--- config.mk ---
export PLATFORM = sky130hd
export DESIGN_NAME = gle_front
export DESIGN_NICKNAME = d
export VERILOG_FILES = /design/src/rtl/core/gif_lzw_encoder_macros.svh /design/src/rtl/core/gle_pkg.sv /design/src/rtl/core/gle_front.sv
export SDC_FILE = /design/constraint.sdc
export NUM_CORES = 1
export LEC_CHECK = 0
export BUFFER_PORTS_ARGS = -buffer_cell sky130_fd_sc_hd__buf_2
export CAP_MARGIN = 20
export CORE_ASPECT_RATIO = 1.5
export CORE_UTILIZATION = 40
export DETAILED_ROUTE_END_ITERATION = 6
export GPL_TIMING_DRIVEN = 0
export PLACE_DENSITY = 0.74
export SETUP_SLACK_MARGIN = 0.3
export SYNTH_ARGS = -nofsm -noshare
export SYNTH_HDL_FRONTEND = slang
export SYNTH_SLANG_ARGS = --single-unit
--- constraint.sdc ---
create_clock -name clk_i -period 4.65 [get_ports clk_i]
set_input_delay 0.93 -clock clk_i [delete_from_list [all_inputs] [get_ports clk_i]]
set_output_delay 0.93 -clock clk_i [all_outputs]
set_load 0.01 [all_outputs]
--- src/rtl/core/gif_lzw_encoder_macros.svh ---
// assertion macros for the gif lzw encoder
`ifndef GIF_LZW_ENCODER_MACROS_SVH
`define GIF_LZW_ENCODER_MACROS_SVH
`ifndef SYNTHESIS
`define GLE_ASSERT(lbl, clk, rstn, prop) \
  lbl: assert property (@(posedge clk) disable iff (!rstn) prop) else $error("gle check failed");
`define GLE_NEVER(lbl, clk, rstn, expr) \
  lbl: assert property (@(posedge clk) disable iff (!rstn) !(expr)) else $error("gle check failed");
`else
`define GLE_ASSERT(lbl, clk, rstn, prop)
`define GLE_NEVER(lbl, clk, rstn, expr)
`endif
`endif

--- src/rtl/core/gle_pkg.sv ---
// shared types, constants and helpers of the gif lzw encoder
package gle_pkg;

  localparam int TableDepth   = 8192;
  localparam int MaxCodeBits  = 12;
  localparam int CodeW        = 12;
  localparam int KeyW         = 20;
  localparam int EpochW       = 6;
  localparam int FullCode     = 4095;
  localparam int OpQueueDepth = 4;
  localparam int OutQueueDepth = 4;
  localparam logic [3:0] ColorResRst = 4'd8;
  localparam logic [31:0] PixelCountRst = 32'd1;

  typedef enum logic [1:0] {
    RegColorRes   = 2'd0,
    RegPixelCount = 2'd1
  } cfg_reg_e;

  typedef struct packed {
    logic [7:0] pix;
    logic       surplus;
    logic       first;
    logic       final_px;
  } op_t;

  typedef struct packed {
    logic [7:0] out_byte;
    logic       last;
    logic       too_many;
  } res_t;

  typedef struct packed {
    logic [EpochW-1:0] epoch;
    logic [KeyW-1:0]   key;
    logic [CodeW-1:0]  code;
  } entry_t;

  function automatic logic [3:0] eff_res(logic [3:0] res);
    logic [3:0] r;
    r = res;
    if (res < 4'd2) r = 4'd2;
    if (res > 4'd8) r = 4'd8;
    return r;
  endfunction

  function automatic logic [KeyW-1:0] key_hash(logic [KeyW-1:0] k);
    return k ^ (k >> CodeW);
  endfunction

endpackage

--- src/rtl/core/gle_front.sv ---
// front end: takes pixels, masks them and tags first, final and surplus
module gle_front (
  input  logic              clk_i,
  input  logic              rst_ni,
  input  logic              restart_i,
  input  logic [31:0]       pix_count_i,
  input  logic [3:0]        color_res_i,
  input  logic              push_i,
  input  logic [7:0]        pixel_i,
  output logic              full_o,
  output logic              busy_o,
  output logic              op_push_o,
  output gle_pkg::op_t      op_o,
  input  logic              op_full_i
);
  import gle_pkg::*;

  logic [31:0] left_q, left_d;
  logic        started_q, started_d;
  logic [7:0]  one_sh, mask;
  logic        take;

  assign one_sh    = 8'(1) << eff_res(color_res_i);
  assign mask      = one_sh - 8'd1;
  assign full_o    = op_full_i;
  assign take      = push_i && !op_full_i;
  assign op_push_o = take;
  assign busy_o    = started_q && (left_q != '0);

  always_comb begin
    left_d      = left_q;
    started_d   = started_q;
    op_o.pix      = pixel_i & mask;
    op_o.surplus  = (left_q == '0);
    op_o.first    = !started_q;
    op_o.final_px = (left_q == 32'd1);
    if (take && (left_q != '0)) begin
      left_d    = left_q - 32'd1;
      started_d = 1'b1;
    end
    if (restart_i) begin
      left_d    = pix_count_i;
      started_d = 1'b0;
    end
  end

  always_ff @(posedge clk_i or negedge rst_ni) begin
    if (!rst_ni) begin
      left_q    <= PixelCountRst;
      started_q <= 1'b0;
    end else begin
      left_q    <= left_d;
      started_q <= started_d;
    end
  end
endmodule

Yosys cells after proc, flatten, opt, wreduce, memory -nomap -nowiden

Cells that the tools add are included.
Widths: inputs -> output; s select.

Reductions and logical operators: 8
Div/mod/pow operators: 0
$mul: 0
Shifts and indexed selects: 1
Bitwise operators: 1
Add/subtract/negate cells: 2
Muxes and demuxes: 6
Magnitude comparators: 2
Equality and inequality tests: 1

Operators by type and width:

| kind                  | count |
|---|---|
| $mux 32               | 2 |
| $eq 32x1->1 const B   | 1 |
| $logic_not 32->1      | 1 |
| $reduce_bool 32->1    | 1 |
| $sub 32x1->32 const B | 1 |
| $and 8x8->8           | 1 |
| $mux 4                | 2 |
| $shl 1x4->8 const A   | 1 |
| $sub 8x1->8 const B   | 1 |
| $gt 4x4->1 const B    | 1 |
| $lt 4x2->1 const B    | 1 |
| $logic_and 1x1->1     | 3 |
| $logic_not 1->1       | 2 |
| $mux 1                | 2 |
| $reduce_bool 2->1     | 1 |

Latch bits: 0
Memories kept: 0
Memory bits (read-only): 0
Memory bits (writable): 0
Register bits after elaboration: 33

Depth between registers and ports, before layout

Depth after elaboration: 6
Gate-level depth with buffers: 9
Gate-level depth less buffers: 7

Worst setup path after synthesis

OpenSTA, ideal clock, no wires.

Path kind: register to output
From: register left_q[25]
To: output port busy_o
Path slack: 1.808 ns
Cell stages (with the launch flop): 6
Buffers on the path: 0
Arrival: 1.912 ns
Path through: dfrtp_1 -> or4_1 -> nor4b_4 -> nand3_1 -> nor2_1 -> nor2_1

Cells in the longest elaborated chain, start to end: 2

RTL lines:

| what                   | line            | RTL |
|---|---|---|
| from (decl)            | gle_front.sv:18 | `logic [31:0] left_q, left_d;` |
| from (signal assigned) | gle_front.sv:49 | `left_q <= PixelCountRst;` |
| from (signal assigned) | gle_front.sv:52 | `left_q <= left_d;` |
| $reduce_bool 32->1     | gle_front.sv:28 | `assign busy_o = started_q && (left_q != '0);` |
| $logic_and 1x1->1      | gle_front.sv:28 |  |
| to (decl)              | gle_front.sv:11 | `output logic busy_o,` |

Every way passes these cells.

Worst setup path after layout

Same ends and word-level chain as after synthesis.

==> summary by stage <==
Power and ir drop
The power per cell area is 266 mW/mm2. The clock network fraction of design power is 31.8%. IR analysis of the VDD net gives a maximum drop of 0.127 mV.

The share of total power dissipated in combinational logic is 20.5%. The switching power summed over all nets is 0.232 mW. Of the total power, the share spent switching nets is 31.6%. For this design the static power due to leakage is 1.17 nW. Of the total power, registers draw 47.7%. Internal power comes to 0.502 mW.

STA
The ratio of final minimum period to clock period is 76.4%. The final total negative setup slack is 0 ns. Hold is met by 0.498 ns. The worst-case setup margin in the final layout is 1.10 ns. The maximum frequency from static timing analysis is 282 MHz. Between clock sinks in the finished design, the worst skew comes to 0.0108 ns. Setup repair after global routing left no endpoint under its margin. The max-slew headroom at the worst pin is 44.0%. The number of slew-limit violations in the final report came to 0. The number of hold violations in the final report is 0. The smallest clock period supported by the final layout is computed as 3.55 ns.

Setup violations remaining at the end of the flow were counted as 0. The actual transition at the worst max-transition pin is 0.834 ns.

Critical path
The worst setup path is of the reg2out kind. Counting cells, the worst reg-to-reg path comes to 9. The minimum setup slack among reg-to-reg paths is 2.03 ns. Tracing the worst setup path back leads to its startpoint at left_q[25]. The required time of the critical path is 3.72 ns. The end of the worst register-to-register path is left_q[28].

The startpoint class of the critical path is a register. The maximum fanout encountered on the critical timing path is 7. The startpoint of the worst register-to-register path is left_q[1]. The arrival time at the worst endpoint is 2.62 ns. STA classifies the critical path endpoint as an output pin.

Drt
After detailed routing, the average wire length per cell comes to 16.6 um. The detailed router finished its first iteration with 162 violations. The detail route stage leaves a number of antenna-violating nets equal to 0. The via total after detailed routing is 2492. The total wire length is 6.84 mm. The pre-antenna-repair detailed-routing pass consisted of 5 iterations. The detailed-route DRC error count is 0. After detailed routing, the number of vias per cell comes to 6.03.

GRT
The via count of the first global-routing pass is 2435. The global-route usage over all layers is 24.4%. The initial antenna violation count is 0. The total congestion overflow after global routing is 0. The largest net degree at the start of global routing is 34. The global-route wire length before repair is 11.2 mm.

Run status
The flow ran to the end, and the final reports show no timing, DRC or antenna violations.

Clocking
The TritonCTS sink count is 33. TritonCTS built the clock tree. The post-CTS resize count is 0.

The count of hold-fix buffers inserted at cts is 0. The clock tree buffer depth is 2. CTS placed an instance of sky130_fd_sc_hd__clkbuf_8 at the clock tree root. After clock tree synthesis, the clock-pin slew on the worst setup and hold paths is 0.08 ns. The number of CTS-inserted buffers is 5. The H-tree generated during clock tree synthesis spans 2 levels. The buffers inserted during post-CTS setup optimization is 0. The clock latency of the later-clocked register in the worst-skew pair is 0.30 ns.

Layout
The number of antenna cells inserted is 0. The finished layout cell area is 0.00276 mm2. Compared with the post-synthesis result, the final layout area differs by 21.2%. In the layout the commonest cells are sky130_fd_sc_hd__buf_2 (63), sky130_fd_sc_hd__nand2_1 (35), sky130_fd_sc_hd__dfrtp_1 (32), sky130_fd_sc_hd__nor2_1 (21), sky130_fd_sc_hd__nand3_1 (14). The ratio of cells with drive above 1 in the final layout is 22.2%.

The number of nets in the layout is 394. Leaving out fill and tap cells, the most frequent cell in the layout is sky130_fd_sc_hd__buf_2.

Min path
The worst hold path begins at started_q. The endpoint of the worst hold path is started_q. Along the worst hold path, the cell count comes to 1.

The min-delay analysis places its worst path in the category reg2reg.

Floorplan
From bottom edge to top edge, the die measures 94.4 um. The count of standard-cell rows is 33. Once the floorplan was initialized, standard cells occupied 41.5% of the core. The boundary pin count is 63. The die covers 0.00600 mm2. The die outline width is 63.6 um.

The core box area is 0.00549 mm2.

Synthesis
The average instance area after synthesis is 8.31 um2. The part of the Yosys area used for sequential elements is 36.3%. The gate count after technology mapping is 274. The synthesized design contains 33 register bits.

The netlist area before placement is 0.00228 mm2. The synthesized design spends more area on one cell type than any other, namely sky130_fd_sc_hd__dfrtp_1. The most used flip-flop cell after synthesis is sky130_fd_sc_hd__dfrtp_1.

During synthesis, Yosys emitted a total of 0 warnings. Counting flops with a built-in enable in the synthesized netlist gives 0. Counting flops with an async set or reset pin after synthesis yields a share of 100%. By area the synthesized netlist is led by sky130_fd_sc_hd__dfrtp_1 (35%), sky130_fd_sc_hd__nand2_1 (5.8%), sky130_fd_sc_hd__nor2_1 (3.5%). The number of different library cells in the post-synthesis netlist is 54. The top-area cell type share of the netlist area is 35.2%.

Run
Across the run, the number of max-cap violations was 0.

Placed design
Timing analysis after detailed placement gives a worst setup slack of 1.45 ns. The wire-length estimate of the detail-placed layout is 4.98 mm. The congestion estimate from routability-driven global placement came to 0.839. Once placement finished, the instance area stood at 0.00267 mm2. Buffers placed on the I/O ports in this run total 60.
## power groups by stage
stage                     Sequential (mW)  Combinational [mW]  Clock (mW)
after floorplan                     0.345              0.0941           0
after global placement              0.352               0.146           0
after detailed placement            0.354               0.150           0
after CTS                           0.349               0.151       0.234
after global routing                0.355               0.168       0.248
final                               0.350               0.150       0.234
## critical path: stages, from the launching register on
cell and delay, ns:
sky130_fd_sc_hd__dfrtp_1 0.41, sky130_fd_sc_hd__or4_1 0.60, sky130_fd_sc_hd__nor4b_4 0.40, sky130_fd_sc_hd__nand3_1 0.33, sky130_fd_sc_hd__nor2_1 0.36, sky130_fd_sc_hd__nor2_1 0.07, sky130_fd_sc_hd__buf_2 0.14
## registers in the layout, summed over array words and instances, names as in the netlist
register   count
left_q        32
started_q      1
## cell usage after synthesis (all sizes together) (2+ instances only)
cell and n:
a211o 2, a21oi 10, a311o 4, a31oi 4, and2 6, and3 2, and4 3, buf 5
clkbuf 11, dfrtp 32, ha 3, inv 10, mux2i 2, nand2 35, nand2b 6, nand3 14
nand4 8, nand4b 2, nor2 21, nor2b 5, nor3 12, nor4 5, o211ai 9, o21a 3
o21ai 12, o311a 2, o311ai 7, o31ai 3, o41ai 5, or3 8, or4 4, or4b 2
xor2 2
## layout make-up
cell class              instances  area, um2
fillers                       575       2730
clock buffers                   8       90.1
flip-flops and latches         33        827
inverters                      10       37.5
repair buffers                 60        300
multi-input cells             216       1350
plain buffers                  16       67.6
well taps                      70       87.6
## stage by stage
stage / power (mW) / utilization, % / instances
final: 0.734 / 50.2 / 413
after detailed placement: 0.503 / 48.6 / 405
after CTS: 0.733 / 50.2 / 413
after global routing: 0.770 / 50.2 / 413
after floorplan: 0.439 / - / 275
after global placement: 0.498 / 48.6 / 405
## layer usage
| metal | up-vias | wire (um) | global-route usage, % |
|---|---|---|---|
| met5 | - | 0 | 0 |
| met4 | 0 | 202 | 13.3 |
| met3 | 21 | 424 | 4.11 |
| met2 | 124 | 3600 | 44.9 |
| met1 | 1180 | 2610 | 26.1 |
| li1 | 1167 | - | - |
## worst max path at each step
stage	end	slack, ns	depth (start not counted)
floorplan	busy_o	1.81	5
global placement	busy_o	1.50	6
detailed placement	busy_o	1.45	6
CTS	busy_o	1.14	6
global route	busy_o	1.02	6
finish	busy_o	1.10	6
## logic make-up (layout without fill, tap and decap cells)
| group | Yosys count | after routing | synth area share, % |
|---|---|---|---|
| AND/OR/NAND/NOR | 137 | 137 | 33.4 |
| AO/OA/AOI/OAI | 70 | 70 | 22.2 |
| flip-flops | 33 | 33 | 36.3 |
| buffers and inverters | 26 | 94 | 4.62 |
| adder cells (fa/ha/maj) | 3 | 3 | 1.65 |
| XOR/XNOR | 2 | 2 | 0.769 |
| multiplexers | 2 | 2 | 0.879 |
| other | 1 | 2 | 0.165 |
No activity file was read; power rests on OpenSTA's default activity.
