[src/rtl/core/gif_lzw_encoder_macros.svh]
// assertion macros for the gif lzw encoder
`ifndef GIF_LZW_ENCODER_MACROS_SVH
`define GIF_LZW_ENCODER_MACROS_SVH
`ifndef SYNTHESIS
`define GLE_ASSERT(lbl, clk, rstn, prop) \
  lbl: assert property (@(posedge clk) disable iff (!rstn) prop) else $error("gle check failed");
`define GLE_NEVER(lbl, clk, rstn, expr) \
  lbl: assert property (@(posedge clk) disable iff (!rstn) !(expr)) else $error("gle check failed");
`else
`define GLE_ASSERT(lbl, clk, rstn, prop)
`define GLE_NEVER(lbl, clk, rstn, expr)
`endif
`endif

[src/rtl/core/gle_fifo.sv]
// small register queue between encoder stages
module gle_fifo #(
  parameter int WIDTH = 8,
  parameter int DEPTH = 4
) (
  input  logic             clk_i,
  input  logic             rst_ni,
  input  logic             push_i,
  input  logic [WIDTH-1:0] data_i,
  output logic             full_o,
  input  logic             pop_i,
  output logic [WIDTH-1:0] data_o,
  output logic             empty_o
);
  localparam int PW = $clog2(DEPTH);
  localparam int CW = $clog2(DEPTH + 1);

  logic [WIDTH-1:0] slots_q [DEPTH];
  logic [PW-1:0]    wr_q, wr_d, rd_q, rd_d;
  logic [CW-1:0]    cnt_q, cnt_d;
  logic             do_push, do_pop;

  assign full_o  = (cnt_q == CW'(DEPTH));
  assign empty_o = (cnt_q == '0);
  assign do_push = push_i && !full_o;
  assign do_pop  = pop_i && !empty_o;
  assign data_o  = slots_q[rd_q];

  always_comb begin
    wr_d  = do_push ? wr_q + PW'(1) : wr_q;
    rd_d  = do_pop ? rd_q + PW'(1) : rd_q;
    cnt_d = cnt_q + CW'(do_push) - CW'(do_pop);
  end

  always_ff @(posedge clk_i or negedge rst_ni) begin
    if (!rst_ni) begin
      wr_q  <= '0;
      rd_q  <= '0;
      cnt_q <= '0;
    end else begin
      wr_q  <= wr_d;
      rd_q  <= rd_d;
      cnt_q <= cnt_d;
    end
  end

  always_ff @(posedge clk_i) begin
    if (do_push) begin
      slots_q[wr_q] <= data_i;
    end
  end
endmodule

[config.mk]
export PLATFORM = sky130hd
export DESIGN_NAME = gle_fifo
export DESIGN_NICKNAME = d
export VERILOG_FILES = /design/src/rtl/core/gif_lzw_encoder_macros.svh /design/src/rtl/core/gle_fifo.sv
export SDC_FILE = /design/constraint.sdc
export NUM_CORES = 1
export LEC_CHECK = 0
export ABC_AREA = 1
export BUFFER_PORTS_ARGS = -buffer_cell sky130_fd_sc_hd__buf_2
export CAP_MARGIN = 30
export CORE_MARGIN = 8
export CORE_UTILIZATION = 50
export CTS_CLUSTER_DIAMETER = 80
export CTS_CLUSTER_SIZE = 16
export DETAILED_ROUTE_END_ITERATION = 16
export PLACE_DENSITY = 0.7
export SKIP_LAST_GASP = 1
export SYNTH_ARGS = -nofsm -noshare
export SYNTH_HDL_FRONTEND = slang
export SYNTH_SLANG_ARGS = --single-unit
[constraint.sdc]
create_clock -name clk_i -period 4.5 [get_ports clk_i]
set_clock_uncertainty 0.15 [all_clocks]
set_input_delay 0.9 -clock clk_i [delete_from_list [all_inputs] [get_ports clk_i]]
set_output_delay 0.9 -clock clk_i [all_outputs]
set_load 0.01 [all_outputs]
## After elaboration in Yosys (flattened, before gate mapping)

Memory sizes are Yosys's and may differ from the RTL's.
Cells that the tools add are included.

- Flip-flop bits (word level): 7
- Bits in writable memories: 32
- Input port bits: 12
- Output and inout port bits: 10
- Word-level logic and storage cells: 16
- Memories: 1

- Add/subtract/negate cells: 4
- Eq/ne operators: 1
- Muxes and demuxes: 2
- Reduce and logical (&&, ||, !) cells: 5

Memories:

| name | words | bits a word | read ports | clocked after memory_dff | wr ports | line | text |
|---|---|---|---|---|---|---|---|
| slots_q | 4 | 8 | 1 | 0 | 1 | gle_fifo.sv:18 | `logic [WIDTH-1:0] slots_q [DEPTH];` |

Operators by type and width:

| cell | count |
|---|---|
| $add A2 B1 Y2 const B | 2 |
| $add A3 B1 Y3 | 1 |
| $eq A3 B3 Y1 const B | 1 |
| $logic_not A3 Y1 | 1 |
| $sub A3 B1 Y3 | 1 |
| $logic_and A1 B1 Y1 | 2 |
| $logic_not A1 Y1 | 2 |
| $mux W1 | 2 |

## Logic depth before layout (Yosys ltp)

Gate-level depths: netlist of run 1.

- Depth in word-level cells: 5
- Mapped depth: 10
- Depth with buffers taken out: 10

## Least setup slack after synthesis of run 1

No wires, ideal clock.

- Path kind: input to register
- Start: in pop_i
- End: reg cnt_q[2]
- Arrival: 2.032 ns
- Required time: 4.285 ns
- Slack: 2.253 ns
- Stages: 8
- Cell sequence: nand2_1 -> inv_1 -> ha_1 -> inv_1 -> ha_1 -> fa_1 -> nand3b_1 -> nand2_1

- Cells in the longest elaborated chain, start to end: 2

Ends and longest elaborated chain:

| item | line | text |
|---|---|---|
| start: declaration | gle_fifo.sv:11 | `input logic pop_i,` |
| $logic_and A1 B1 Y1 | gle_fifo.sv:26 | `assign do_pop = pop_i && !empty_o;` |
| via do_pop | gle_fifo.sv:21 | `logic do_push, do_pop;` |
| $sub A3 B1 Y3 | gle_fifo.sv:32 | `cnt_d = cnt_q + CW'(do_push) - CW'(do_pop);` |
| via cnt_d[2] | gle_fifo.sv:20 | `logic [CW-1:0] cnt_q, cnt_d;` |
| end signal: assignment | gle_fifo.sv:43 | `cnt_q <= cnt_d;` |
| end: declaration | gle_fifo.sv:20 |  |

The timed path passes the listed nets, and every way through them passes these cells.
A chain may end at the register's enable or synchronous reset.

## Worst setup path in the final report of run 1

- Start: reg rd_q[0]
- End: out data_o[1]

- Cells in the longest elaborated chain, start to end: 1

Ends and longest elaborated chain:

| item | line | text |
|---|---|---|
| start: declaration | gle_fifo.sv:19 | `logic [PW-1:0] wr_q, wr_d, rd_q, rd_d;` |
| start signal: assignment | gle_fifo.sv:42 | `rd_q <= rd_d;` |
| $mem_v2 Z4 W8 | - |  |
| end: declaration | gle_fifo.sv:12 | `output logic [WIDTH-1:0] data_o,` |

Every way passes these cells.

==> impl_metrics.tcl, run 1 <==
set metrics [dict create \
    status "finished clean" \
    synth_mux_area_frac 0 \
    path_class "reg -> out" \
    power_density_nw_per_um2 608 \
    dieArea_um2 5590 \
    cpPeakStageDelay_ns 0.91 \
    crit_chain "inv_1 -> o21ai_0 -> nand2_1 -> buf_2" \
    dp.cells 222 \
    antenna_found_initial 0 \
    cp_max_fo 27 \
    fp-row-count 21 \
    ios 22 \
    critPathBufInv 2 \
    crit_arrival_ns 2.09 \
    overflow 0 \
    synth-adder-area-share 0.0551 \
    synth_xor_area_frac 0 \
    irDropWorstVdd_mv 0.252 \
    cts_hold_buffers 0 \
    fin_crit_sh 0.698 \
    yosysWarnings 0 \
    grt_pass1_vias 1175 \
    ys_seq_area_frac 0.658 \
    clock_path_buffers 2 \
    synth_top_area_frac 0.557 \
    synth_edf_count 32 \
    cts_resized 0 \
    core_um2 3340 \
    routed_wire_length_per_instance_um 13.3 \
    reg2reg_slack_ns 2.31 \
    synthSimpleGateAreaFrac 0.164 \
    gp_congestion 0.730 \
    hold_violations 0 \
    multiInputGateArea_um2 458 \
    end_kind "output port" \
    fin_cells 230 \
    synth_area_per_cell_um2 10.9 \
    nets 202 \
    setup_violations 0 \
    cts.sinks 39 \
    power_switching_mw 0.456 \
    dr.pass1.iters 4 \
    cap_violations 0 \
    grt_max_degree 28 \
    seq_area_um2 1140 \
    via_per_inst 4.75 \
    combPwrFrac 0.373 \
    fin_tns_setup_ns 0 \
    yosysMostFrequentCell "nand2_1" \
    htreeDepth 2 \
    synth_top_family_by_area "simple AND/OR/NAND/NOR gates" \
    tightest_slew_ns 0.861 \
    place_hpwl_mm 2.15 \
    area_delta_synth_final_pct 10.1 \
    post_cts_buffers 0 \
    postLayoutCoreUtil 0.569 \
    synth_cell_types 16 \
    die_width_um 74.7 \
    grt_pass1_wl_mm 5.15 \
    cts_buffers 5 \
    die_h_um 74.7 \
    ys_async_sr_fraction 0.179 \
    drive_gt1_frac 0.174 \
    drc_errors 0 \
    antenna_cells 0 \
    place.port_buffers 21 \
    netlist_instances 159 \
    path_clk_slew_ns 0.11 \
    grt_usage 0.124 \
    synth_top_cell_by_area "edfxtp_1" \
    synth-seq-cells 39 \
    cp_data_required_time_ns 3.45 \
    fmax_ghz 0.318 \
    p_leak_nw 0.860 \
    drtIter0Drc 22 \
    intPower_mw 0.700 \
    r2r_end "cnt_q[2]" \
    rsz0062_at_grt "false" \
    seqPwrFrac 0.480 \
    p_clk_frac 0.147 \
    drv_slew 0 \
    synth_compound_area_frac 0.0464 \
    total_power_mw 1.16 \
    start_kind "flop" \
    start_util 0.517 \
    antenna_left 0 \
    num_vias 1093 \
    finalWirelength_mm 3.07 \
    min_period_ns 3.14 \
    reg2reg_from "cnt_q[1]" \
    fill_cells 301 \
    hold_path_class "in -> async" \
    synthTopCellsByCount "nand2_1 (42), edfxtp_1 (32), inv_1 (23)" \
    critPathTopFamily "flip-flops" \
    whs_ns 0.225 \
    cts_tree "built" \
    slew_headroom 0.424 \
    swShare 0.394 \
    syn_area_um2 1730 \
    critical-path-slowest-cell "dfrtp_1" \
    synth_nets 178 \
    clk_latency_ns 0.34 \
    r2r_cells 10 \
    synthFlopType "edfxtp_1" \
    synth_area_leaders "edfxtp_1 (56%), dfrtp_1 (10%), nand2_1 (9.1%), inv_1 (5.0%), ha_1 (4.4%)" \
    cts_root_buf "clkbuf_4" \
]
## metrics by stage
| step | instance area [um^2] | worst slack [ns] |
|---|---|---|
| finish | 1900 | 1.36 |
| global route | 1900 | 1.15 |
| CTS | 1900 | 1.34 |
| detailed placement | 1850 | 1.74 |
| global placement | 1850 | 1.79 |
| floorplan | 1730 | 2.25 |
## layout make-up
type	count	share of cell area
sequential	39	0.598
multi-input combinational	92	0.241
timing repair buffer	21	0.0553
inverter	24	0.0474
tap	46	0.0303
clock buffer	5	0.0198
clock inverter	3	0.00791
## power groups by stage
stage | clock network, mW | registers, mW | logic [mW]
after detailed placement | 0 | 0.563 | 0.441
after floorplan | 0 | 0.522 | 0.354
after global placement | 0 | 0.558 | 0.410
after global routing | 0.191 | 0.565 | 0.504
after CTS | 0.174 | 0.555 | 0.442
final | 0.170 | 0.555 | 0.431
## cell families (layout without fill, tap and decap cells)
family,count (synthesis),count (layout)
fa+ha+maj,7,7
buf+inv,28,53
simple gates,69,69
compound gates,16,16
flops,39,39
## cell usage in the layout (no fill, tap or decap), drive strengths merged
cell type and instances:
inv 24, clkinv 2, nand3 4, o21ai 16, nand2 43, dfrtp 7
nand3b 1, clkinvlp 1, nor2 21, ha 6, fa 1, edfxtp 32
clkbuf 5, buf 21
## registers in the layout (all words and copies together), names as in the netlist
name	count
rd_q	2
slots_q	32
cnt_q	3
wr_q	2
## metal layers
layer	wire length, um	global-route usage	share of wire
met3	183	0.0466	0.060
met2	1520	0.216	0.50
met5	0	0	0
met4	59	0.0587	0.019
met1	1300	0.130	0.42
## how the worst max path moves through the flow
stage                        from  depth (start not counted)  slack [ns]   endpoint
after floorplan             pop_i                          8        2.25   cnt_q[2]
after CTS                 rd_q[0]                          4        1.34  data_o[1]
after global placement    rd_q[0]                          4        1.79  data_o[0]
after global routing      rd_q[0]                          4        1.15  data_o[0]
final                     rd_q[0]                          4        1.36  data_o[1]
after detailed placement  rd_q[0]                          4        1.74  data_o[1]
(Power assumes the default switching activity.)
==> run 2, diff against run 1 <==
- clock period: 4.5 -> 3 ns (I/O delays scaled with it)
==> impl_metrics.tcl, run 2 (synthesis gave the netlist of run 1 again) <==
set metrics [dict create \
    cts_buffers 5 \
    overflow 0 \
    drc_errors 0 \
    hold_start "data_i[6]" \
    drv_slew 0 \
    min_period_ns 2.42 \
    end_kind "output port" \
    routed_wire_length_per_instance_um 12.7 \
    gp_congestion 0.721 \
    finalWirelength_mm 2.95 \
    cts.sinks 39 \
    p_leak_nw 0.871 \
    place_hpwl_mm 2.06 \
    post_cts_buffers 0 \
    place.port_buffers 21 \
    final_cell_mix "nand2_1 (42), edfxtp_1 (32), inv_1 (23)" \
    rsz0062_at_grt "false" \
    tightest_slew_ns 0.793 \
    whs_ns 0.323 \
    top_layer "met4" \
    dpl_cell_area_um2 1850 \
    cts_tree "built" \
    grt_pass1_wl_mm 4.91 \
    fin_crit_sh 0.808 \
    antenna_left 0 \
    multiInputGateArea_um2 458 \
    core_um2 3340 \
    reg2reg_slack_ns 0.84 \
    start_kind "flop" \
    hold_path_class "in -> reg" \
    seq_area_um2 1140 \
    drtIter0Drc 44 \
    cts_root_buf "clkbuf_4" \
    num_vias 1081 \
    wl_met2_mm 1.44 \
    clk_latency_ns 0.33 \
    nets 204 \
    start_util 0.517 \
    grt_pass1_vias 1079 \
    status "finished clean" \
    clock_path_buffers 2 \
    m1WireLength_mm 1.31 \
    crit_arrival_ns 1.67 \
    via_per_inst 4.66 \
    r2r_end "cnt_q[2]" \
    fill_cells 298 \
    setup_violations 0 \
    cp_max_fo 25 \
    cp_data_required_time_ns 2.25 \
    slew_headroom 0.469 \
    reg2reg_from "cnt_q[1]" \
    dr.pass1.iters 4 \
    startpoint "rd_q[0]" \
    crit_end "data_o[2]" \
    drive_gt1_frac 0.183 \
    antenna_found_initial 0 \
    largest_reg_flops 32 \
    htreeDepth 2 \
    dieArea_um2 5590 \
    die_h_um 74.7 \
    die_width_um 74.7 \
    fin_tns_setup_ns 0 \
    total_power_mw 1.74 \
    irDropWorstVdd_mv 0.494 \
    top_register "slots_q" \
    setup_ws_ns 0.576 \
    ios 22 \
    top_regs "slots_q (32), cnt_q (3)" \
    fmax_ghz 0.413 \
    r2r_cells 10 \
    final_common_cell "nand2_1" \
    cap_violations 0 \
    cts_resized 0 \
    grt_usage 0.120 \
    wl_met3_um 165 \
    dp_slack_ns 0.863 \
    hold_violations 0 \
    grt_max_degree 26 \
    power_density_nw_per_um2 905 \
    path_class "reg -> out" \
    stdcell_area_um2 1920 \
    antenna_cells 0 \
    area_delta_synth_final_pct 11.2 \
    path_clk_slew_ns 0.11 \
    fp-row-count 21 \
]
-- run 2: cell types whose count changed in the layout (fill, tap and decap cells not counted), sizes merged --
cell	before	now
buf	21	22
clkinv	2	1
dlygate4sd3	0	1
clkbuf	5	6
-- run 2: how the worst min path moves through the flow --
stage | to | cells after the start
3_3_place_gp | cnt_q[0] | 1
5_1_grt | slots_q[1][7] | 1
3_5_place_dp | cnt_q[0] | 1
2_1_floorplan | cnt_q[0] | 0
4_1_cts | slots_q[2][5] | 1
6_report | slots_q[0][6] | 1
-- run 2: timing repair --
item                       in CTS  in global routing
setup endpoints to repair       0                  0
hold endpoints to repair        7                  0
hold buffers                    1                  0
-- run 2: power by group --
part / internal [mW] / total [mW] / leakage [nW] / switching [mW]
logic: 0.242 / 0.697 / 0.466 / 0.455
clock network: 0.0905 / 0.252 / 0.0282 / 0.161
registers: 0.730 / 0.787 / 0.377 / 0.0574
-- run 2: area by class of cell --
type / instances / share of cell area
clock inverters: 2 / 0.00652
clock buffers: 6 / 0.0215
well taps: 46 / 0.0300
inverters: 24 / 0.0470
flip-flops and latches: 39 / 0.592
multi-input cells: 92 / 0.239
repair buffers: 23 / 0.0639
-- run 2: per-stage QoR --
step / utilization / std cells
finish: 0.575 / 232
global route: 0.575 / 232
CTS: 0.575 / 232
detailed placement: 0.556 / 223
global placement: 0.556 / 223
floorplan: - / 159
-- run 2: per-layer routing --
| layer | vias to the layer above | global-route usage |
|---|---|---|
| li1 | 560 | - |
| met1 | 495 | 0.134 |
| met2 | 21 | 0.201 |
| met3 | 5 | 0.0453 |
| met4 | 0 | 0.0522 |
| met5 | - | 0 |
-- run 2: worst max-delay path, stage by stage (launching register included) --
cell and delay (ns):
dfrtp_1 0.39, buf_4 0.29, inv_1 0.23, o21ai_0 0.20, nand2_1 0.08, buf_2 0.14
==> run 3, diff against run 2 <==
- PLACE_DENSITY: 0.7 -> 0.73
- clock period: 3 -> 2.19 ns (I/O delays scaled with it)
==> impl_metrics.tcl, run 3 (synthesis gave the netlist of run 1 again) <==
set metrics [dict create \
    status "finished clean" \
    holdPathStages 1 \
    hold_violations 0 \
    power_density_nw_per_um2 1250 \
    cts_root_buf "clkbuf_4" \
    end_kind "output port" \
    area_delta_synth_final_pct 15.7 \
    antenna_found_initial 0 \
    irDropWorstVdd_mv 0.687 \
    multiInputGateArea_um2 463 \
    cp_max_fo 13 \
    top_regs "slots_q (32), cnt_q (3)" \
    dr.pass1.iters 4 \
    fin_crit_sh 0.956 \
    start_kind "flop" \
    ios 22 \
    fin_cells 241 \
    gp_congestion 0.707 \
    path_clk_slew_ns 0.12 \
    path_class "reg -> out" \
    cts.sinks 39 \
    reg2reg_slack_ns 0.1 \
    holdPathEnd "slots_q[1][1]" \
    cap_violations 0 \
    routed_wire_length_per_instance_um 13.2 \
    antenna_left 0 \
    seqPwrFrac 0.430 \
    largest_reg_flops 32 \
    cp_data_required_time_ns 1.60 \
    tightest_slew_ns 0.380 \
    crit_arrival_ns 1.51 \
    place_hpwl_mm 2.16 \
    fp-row-count 21 \
    reg2reg_from "cnt_q[0]" \
    drtIter0Drc 82 \
    place.port_buffers 21 \
    overflow 0 \
    hold_start "data_i[1]" \
    start_util 0.517 \
    setup_violations 0 \
    grt_usage 0.125 \
    grt_pass1_wl_mm 5.18 \
    die_h_um 74.7 \
    die_width_um 74.7 \
    drc_errors 0 \
    htreeDepth 2 \
    p_clk_frac 0.137 \
    p_leak_nw 0.916 \
    grt_pass1_vias 1195 \
    via_per_inst 4.81 \
    final_common_cell "nand2_1" \
    power_switching_mw 0.972 \
    fill_cells 288 \
    drive_gt1_frac 0.241 \
    clock_path_buffers 2 \
    num_vias 1159 \
    dp.cells 229 \
    top_register "slots_q" \
    antenna_cells 0 \
    grt_max_degree 18 \
    drv_slew 0 \
    final_cell_mix "nand2_1 (41), edfxtp_1 (32), inv_1 (22)" \
    slew_headroom 0.746 \
    dieArea_um2 5590 \
    fmax_ghz 0.478 \
    clk_latency_ns 0.34 \
    r2r_cells 10 \
    min_period_ns 2.09 \
    hold_path_class "in -> reg" \
    cts_tree "built" \
    r2r_end "cnt_q[2]" \
    swShare 0.388 \
    seq_area_um2 1140 \
    combPwrFrac 0.433 \
    intPower_mw 1.53 \
    whs_ns 0.164 \
    core_um2 3340 \
    cts_buffers 5 \
    nets 213 \
    finalWirelength_mm 3.19 \
]
==> run 3: worst max-delay path by stage <==
stage	depth (start not counted)	end	startpoint
2_1_floorplan	10	cnt_q[2]	cnt_q[1]
3_3_place_gp	10	cnt_q[2]	cnt_q[1]
3_5_place_dp	10	cnt_q[2]	cnt_q[1]
4_1_cts	10	cnt_q[2]	cnt_q[1]
5_1_grt	10	cnt_q[2]	cnt_q[0]
6_report	5	data_o[3]	rd_q[0]
==> run 3: power groups by stage <==
| stage | registers (mW) | clock network (mW) | logic [mW] |
|---|---|---|---|
| 6_report | 1.08 | 0.344 | 1.08 |
| 5_1_grt | 1.09 | 0.387 | 1.26 |
| 4_1_cts | 1.07 | 0.353 | 1.03 |
| 3_5_place_dp | 1.09 | 0 | 1.03 |
| 3_3_place_gp | 1.08 | 0 | 0.982 |
| 2_1_floorplan | 1.07 | 0 | 0.727 |
==> run 3: metrics by stage <==
step / utilization / area, um^2 / setup TNS, ns / power (mW) / setup WS, ns
3_3_place_gp: 0.569 / 1900 / 0 / 2.06 / 0.170
3_5_place_dp: 0.569 / 1900 / 0 / 2.11 / 0.0844
5_1_grt: 0.598 / 2000 / -0.0313 / 2.73 / -0.0232
2_1_floorplan: - / 1730 / 0 / 1.80 / 0.217
6_report: 0.598 / 2000 / 0 / 2.51 / 0.0964
4_1_cts: 0.588 / 1960 / 0 / 2.45 / 0.0491
==> run 3: what timing repair did <==
item,CTS,global route
endpoints found under the setup margin,0,7
endpoints found under the hold margin,7,0
hold buffers,1,0
setup buffers,0,2
resized for setup,0,6
==> run 3: routing by layer <==
layer,GRT usage,vias up,share of wire
met3,0.0453,6,0.059
met5,0,-,0
li1,-,576,-
met4,0.0391,0,0.012
met1,0.133,546,0.41
met2,0.224,31,0.52
==> run 3: final cells by class <==
cell class / instances / share of cell area
repair buffers: 31 / 0.0934
multi-input cells: 92 / 0.232
repair inverters: 1 / 0.00376
clock inverters: 3 / 0.00752
flip-flops and latches: 39 / 0.569
clock buffers: 5 / 0.0188
inverters: 24 / 0.0470
well taps: 46 / 0.0288
==> run 3: critical path, cell delays in order, from the launching register on <==
cell and delay, ns:
dfrtp_1 0.39, buf_6 0.18, clkinvlp_4 0.17, o21ai_0 0.20, nand2_1 0.08, buf_2 0.14
